==> config.mk <==
export PLATFORM = sky130hd
export DESIGN_NAME = rtpv_cordic_cell
export DESIGN_NICKNAME = d
export VERILOG_FILES = /design/src/design/rtpv_pkg.sv /design/src/design/rtpv_cordic_cell.sv
export SDC_FILE = /design/constraint.sdc
export NUM_CORES = 1
export LEC_CHECK = 0
export BUFFER_PORTS_ARGS = -buffer_cell sky130_fd_sc_hd__buf_2
export CAP_MARGIN = 20
export CORE_MARGIN = 5
export CORE_UTILIZATION = 40
export DETAILED_ROUTE_END_ITERATION = 7
export PLACE_DENSITY = 0.61
export REMOVE_ABC_BUFFERS = 1
export SLEW_MARGIN = 40
export SYNTH_ARGS = -nofsm -noshare
export SYNTH_HDL_FRONTEND = slang
export SYNTH_SLANG_ARGS = --single-unit
==> constraint.sdc <==
create_clock -name aclk -period 4.45 [get_ports aclk]
set_clock_uncertainty 0.1 [all_clocks]
set_input_delay 0.89 -clock aclk [delete_from_list [all_inputs] [get_ports aclk]]
set_output_delay 0.89 -clock aclk [all_outputs]
set_load 0.01 [all_outputs]
==> src/design/rtpv_pkg.sv <==
`timescale 1ns / 1ps
`default_nettype none
package rtpv_pkg;

    // op codes
    localparam logic [1:0] OP_POINT  = 2'd0;
    localparam logic [1:0] OP_VECTOR = 2'd1;
    localparam logic [1:0] OP_YAW    = 2'd2;

    // configuration register indexes
    localparam logic [2:0] CFG_ROT_ROW0 = 3'd0;
    localparam logic [2:0] CFG_ROT_ROW1 = 3'd1;
    localparam logic [2:0] CFG_ROT_ROW2 = 3'd2;
    localparam logic [2:0] CFG_TRANS_X  = 3'd3;
    localparam logic [2:0] CFG_TRANS_Y  = 3'd4;
    localparam logic [2:0] CFG_TRANS_Z  = 3'd5;

    localparam int          ROW_WIDTH = 48;
    localparam logic [47:0] ROW0_RST  = 48'h0000_0000_4000;
    localparam logic [47:0] ROW1_RST  = 48'h0000_4000_0000;
    localparam logic [47:0] ROW2_RST  = 48'h4000_0000_0000;

    localparam logic [31:0] HALF_TURN = 32'h8000_0000;

    // rotation matrix, column 0 in the low 16 bits of each row
    typedef struct packed {
        logic [47:0] row2;
        logic [47:0] row1;
        logic [47:0] row0;
    } rot_t;

    // atan(2^-i) as a 32-bit binary angle
    function automatic logic [31:0] atan_angle(input logic [4:0] i);
        logic [31:0] a;
        unique case (i)
            5'd0:  a = 32'd536870912;
            5'd1:  a = 32'd316933406;
            5'd2:  a = 32'd167458907;
            5'd3:  a = 32'd85004756;
            5'd4:  a = 32'd42667331;
            5'd5:  a = 32'd21354465;
            5'd6:  a = 32'd10679838;
            5'd7:  a = 32'd5340245;
            5'd8:  a = 32'd2670163;
            5'd9:  a = 32'd1335087;
            5'd10: a = 32'd667544;
            5'd11: a = 32'd333772;
            5'd12: a = 32'd166886;
            5'd13: a = 32'd83443;
            5'd14: a = 32'd41722;
            5'd15: a = 32'd20861;
            5'd16: a = 32'd10430;
            5'd17: a = 32'd5215;
            5'd18: a = 32'd2608;
            5'd19: a = 32'd1304;
            5'd20: a = 32'd652;
            5'd21: a = 32'd326;
            5'd22: a = 32'd163;
            5'd23: a = 32'd81;
            default: a = 32'd0;
        endcase
        return a;
    endfunction

endpackage
`default_nettype wire

==> src/design/rtpv_cordic_cell.sv <==
`timescale 1ns / 1ps
`default_nettype none
// One CORDIC micro-rotation, registered. Rotation mode steers by the sign of
// z, vectoring mode by the sign of y.
module rtpv_cordic_cell #(
    parameter int WIDTH     = 33,
    parameter int SHIFT     = 0,
    parameter bit VECTORING = 1'b0
) (
    input  wire                     aclk,
    input  wire                     en,
    input  wire logic signed [WIDTH-1:0] x_i,
    input  wire logic signed [WIDTH-1:0] y_i,
    input  wire logic [31:0]        z_i,
    output logic signed [WIDTH-1:0] x_o,
    output logic signed [WIDTH-1:0] y_o,
    output logic [31:0]             z_o
);
    localparam logic [31:0] ATAN = rtpv_pkg::atan_angle(5'(SHIFT));

    logic signed [WIDTH-1:0] x_reg, y_reg, x_next, y_next, dx, dy;
    logic [31:0] z_reg, z_next;
    logic        ccw;

    always_comb begin
        dx  = y_i >>> SHIFT;
        dy  = x_i >>> SHIFT;
        ccw = VECTORING ? y_i[WIDTH-1] : ~z_i[31];
        if (ccw) begin
            x_next = x_i - dx;
            y_next = y_i + dy;
            z_next = z_i - ATAN;
        end else begin
            x_next = x_i + dx;
            y_next = y_i - dy;
            z_next = z_i + ATAN;
        end
    end

    always_ff @(posedge aclk) begin
        if (en) begin
            x_reg <= x_next;
            y_reg <= y_next;
            z_reg <= z_next;
        end
    end

    assign x_o = x_reg;
    assign y_o = y_reg;
    assign z_o = z_reg;
endmodule
`default_nettype wire

After elaboration in Yosys (flattened, before gate mapping)

Index checks and enable logic that the tools add are counted.

Memories: 0
Bits in read-only memories: 0
Logic and storage cells: 11
Bits in latches: 0
Memory bits (writable): 0
Register bits after elaboration: 98

Bitwise gates (word level): 0
Multiply operators: 0
Add/sub/neg operators: 5
Order comparisons: 0
Eq/ne operators: 0
Mux-type cells: 3
Shift operators: 0
Divide/modulo/power cells: 0
Reduce and logical (&&, ||, !) cells: 0

Operators by type and width:

| kind                     | count |
|---|---|
| $mux W33                 | 2 |
| $sub A33 B33 Y33         | 2 |
| $add A33 B33 Y33         | 1 |
| $add A32 B30 Y32 const B | 1 |
| $mux W32                 | 1 |
| $sub A32 B30 Y32 const B | 1 |

Longest topological paths before layout

Word-level depth: 2
Mapped depth: 13
Depth with buffers taken out: 13

Worst setup path before layout

OpenSTA, ideal clock, no wires.

Path type: input to register
Start point: in x_i[0]
End point: reg x_reg[32], in the netlist x_o[32], data pin
Required time: 4.092 ns
Path slack: 0.957 ns
Data arrival time: 3.136 ns
Stages: 12
Cell sequence: ha_1 > fa_1 > nor2b_1 > o21ai_0 > a21oi_1 > a21oi_1 > o21ai_1 > o21a_1 > a221o_1 > a21oi_2 > o211a_1 > xnor2_1

Word-level cells in the longest chain between the ends: 2
Elaborated cells on any way between the ends: 3
Classes of those cells: 2 x add/sub; 1 x mux

RTL lines:

| what                                                 | line                                           | text |
|---|---|---|
| start: declaration                                   | rtpv_cordic_cell.sv:12                         | `input wire logic signed [WIDTH-1:0] x_i,` |
| $sub A33 B33 Y33 or $add A33 B33 Y33 (tied branches) | rtpv_cordic_cell.sv:30, rtpv_cordic_cell.sv:34 |  |
| $mux W33 *                                           | rtpv_cordic_cell.sv:29                         | `if (ccw) begin` |
| net x_next[32]                                       | rtpv_cordic_cell.sv:21                         | `logic signed [WIDTH-1:0] x_reg, y_reg, x_next, y_next, dx, dy;` |
| end signal: assignment                               | rtpv_cordic_cell.sv:42                         | `x_reg <= x_next;` |
| end: declaration                                     | rtpv_cordic_cell.sv:21                         |  |

The timed path passes the listed nets; every way through them passes the cells marked *.
A chain may end at the register's enable or synchronous reset.

Final worst setup path

Start point: in x_i[4]
End point: reg y_reg[30], in the netlist y_o[30], data pin

Word-level cells in the longest chain between the ends: 2
Elaborated cells on any way between the ends: 3
Classes of those cells: 2 x add/sub; 1 x mux

RTL lines:

| what                                                 | line                                           | text |
|---|---|---|
| $add A33 B33 Y33 or $sub A33 B33 Y33 (tied branches) | rtpv_cordic_cell.sv:31, rtpv_cordic_cell.sv:35 |  |
| $mux W33 *                                           | rtpv_cordic_cell.sv:29                         |  |
| net y_next[30]                                       | rtpv_cordic_cell.sv:21                         |  |
| end signal: assignment                               | rtpv_cordic_cell.sv:43                         | `y_reg <= y_next;` |
| end: declaration                                     | rtpv_cordic_cell.sv:21                         |  |

Marked as above.

==> impl_metrics.csv <==
group,metric,value,unit
die,start_util,0.406,
clocking,cts_tree,"built",
clocking,cts-root-buf,"clkbuf_16",
clocking,post_cts_buffers,0,
final_layout,design_area,10100,um^2
synthesis,synthDistinctLibCells,80,
final_layout,finalNonFillerCells,1372,
setup_path,crit_slowest_cell,"ha_1",
die,core_region_area,21000,um^2
synthesis,synth_area,8540,um^2
routing,avgViaCountPerCell,5.48,
synthesis,ys_seq_area_frac,0.341,
routing,routed_wl,25600,um
power_and_ir_drop,p_clk_frac,0.266,
setup_path,critPathKind,"in2reg",
routing,drc,0,
die,die_w,156,um
setup_path,critPathMaxStageDelay,0.48,ns
job,cap_violations,0,
synthesis,ys_ff_latch,97,
synthesis,synth_edf_count,97,
routing,drtIter0Drc,849,
synthesis,syn_area_per_cell,9.37,um^2
power_and_ir_drop,swShare,0.340,
power_and_ir_drop,p_int,2.11,mW
routing,num_vias,7518,
placed_design,placed_cells,1356,
die,die_h,156,um
clocking,cts_buffer_depth,2,
power_and_ir_drop,switching_power,1.09,mW
clocking,clk_pin_slew,0.07,ns
power_and_ir_drop,cellPowerDensity,318,nW/um^2
timing,worst_pin_slew,0.874,ns
setup_path,cp-end-kind,"flop",
setup_path,cpMostUsedCell,"a21oi_1",
timing,hold_slack,0.612,ns
clocking,numCtsBuffers,9,
hold_path,whs_path_depth,1,
synthesis,yosys_warnings,0,
global_route,grt_overflow,0,
synthesis,synthCells,912,
run_status,status,"finished, final reports clean",
routing,ant_nets,0,
global_route,grt_pass1_vias,7040,
hold_path,hp-class,"in2reg",
power_and_ir_drop,p_seq_frac,0.382,
timing,setup-violations-final,0,
placed_design,port-buffer-count,197,
timing,fmax,259,MHz
global_route,grt_max_degree,69,
setup_path,critical_path_required,4.45,ns
timing,slew_violations,0,
timing,max_slew_margin,0.417,
power_and_ir_drop,p_leak,4.53,nW
clocking,ctsResizeCount,0,
timing,final.min_clock_period,3.86,ns
power_and_ir_drop,peakVddDrop,0.167,mV
clocking,postCtsHoldBufs,0,
timing,finalCritPeriodShare,0.867,
final_layout,drive_above_1_share,0.235,
timing,rsz0062_at_grt,"no",
global_route,antenna_found_initial,0,
routing,first_pass_iters,5,
global_route,grt_pass1_wl,39100,um
final_layout,insertedDiodeCount,0,
final_layout,final_cell_mix,"buf_2, ha_1, a21oi_1",
synthesis,netlist_top_cells_area,"edfxtp_1, ha_1, xnor2_1, a21oi_1, inv_1",
die,die_area,24400,um^2
clocking,clkSinkCount,97,
synthesis,yosys.area.top_type,"edfxtp_1",
clocking,cts_max_level,3,
timing,fin_setup_tns,0,ns
placed_design,place.gp.congestion,0.922,
setup_path,cp_data_arrival_time,3.86,ns
routing,wl_per_cell,18.6,um
placed_design,placed_cell_area,9730,um^2
final_layout,area.growth.synth_to_final,17.7,%
final_layout,final_common_cell,"buf_2",
setup_path,crit_path_cell_trace,"buf_2, inv_1, ha_1, inv_1, a21oi_1, a21oi_1, a21oi_1, o21ai_1, o21a_1, a221o_1, a21oi_2, o22ai_1, xnor2_1",
die,rows,53,
final_layout,num-nets-final,1300,
setup_path,cp_max_fo,11,
synthesis,synth_top_area_share,0.341,
synthesis,synth_ff_type,"edfxtp_1",
synthesis,async_flop_share,0,
timing,hold_viol_final,0,
placed_design,dp.final_hpwl,20600,um
setup_path,worstSetupStartpointType,"input port",
die,num_io_pins,198,
power_and_ir_drop,pwr-share-comb,0.352,
global_route,grt_usage,0.201,
## layout make-up
type / count / area (um^2)
Multi-Input combinational cell: 674 / 5020
Inverter: 101 / 379
Clock inverter: 7 / 98.8
Sequential cell: 97 / 2910
Clock buffer: 9 / 225
Fill cell: 2041 / 11000
Tap cell: 275 / 344
Timing Repair Buffer: 209 / 1080
## flip-flops by register name, indices dropped and copies added (netlist names)
signal	count
z_o	32
x_o	33
y_o	32
## cell families (layout without fill, tap and decap cells)
| kind of cell | after synthesis | after routing | share of synthesized area |
|---|---|---|---|
| AO/OA/AOI/OAI | 295 | 295 | 0.235 |
| XOR/XNOR | 62 | 62 | 0.0636 |
| adder cells (fa/ha/maj) | 108 | 108 | 0.162 |
| buffers and inverters | 141 | 326 | 0.0719 |
| flip-flops | 97 | 97 | 0.341 |
| multiplexers | 17 | 17 | 0.0199 |
| AND/OR/NAND/NOR | 192 | 192 | 0.107 |
## final timing paths
kind | from | to | slack [ns]
worst max-delay path | x_i[4] | y_o[30]$_DFFE_PP_ | 0.59
worst min-delay path | z_i[25] | z_o[25]$_DFFE_PP_ | 0.61
## metal layers
| metal | wire [um] | vias to the layer above | track usage |
|---|---|---|---|
| li1 | - | 3620 | - |
| met1 | 11400 | 3502 | 0.278 |
| met2 | 11700 | 358 | 0.325 |
| met3 | 2010 | 38 | 0.0399 |
| met4 | 448 | 0 | 0.0504 |
| met5 | 0 | - | 0 |
## power groups by stage
stage | Sequential (mW) | Clock (mW) | Combinational [mW]
2_1_floorplan | 1.30 | 0 | 0.605
3_3_place_gp | 1.24 | 0 | 1.11
3_5_place_dp | 1.24 | 0 | 1.11
4_1_cts | 1.22 | 0.880 | 1.12
5_1_grt | 1.23 | 0.911 | 1.22
6_report | 1.22 | 0.850 | 1.12
## synth_stat cells, drive strengths merged (7+ instances only)
master	count
nand2	42
ha	104
o21bai	21
nand3	17
mux2i	17
clkbuf	16
a211oi	12
a21oi	103
buf	24
o31ai	18
nor2b	8
nand4	10
nor3	18
o21a	8
a31oi	9
xnor2	59
o21ai	55
o211ai	7
nor2	66
a21o	19
inv	100
edfxtp	97
## stage by stage
| stage | utilization | setup slack [ns] | total power, mW |
|---|---|---|---|
| floorplan | - | 0.876 | 1.91 |
| global placement | 0.463 | 0.264 | 2.35 |
| detailed placement | 0.463 | 0.299 | 2.36 |
| CTS | 0.478 | 0.665 | 3.22 |
| global route | 0.478 | 0.389 | 3.36 |
| finish | 0.478 | 0.591 | 3.19 |
## critical path, delay by kind of cell
kind	cells	cell delay [ns]
AO/OA/AOI/OAI	8	2.08
XOR/XNOR	1	0.14
adder cells (fa/ha/maj)	1	0.48
buffers and inverters	3	0.26
Power figures use the tool's default switching activity.
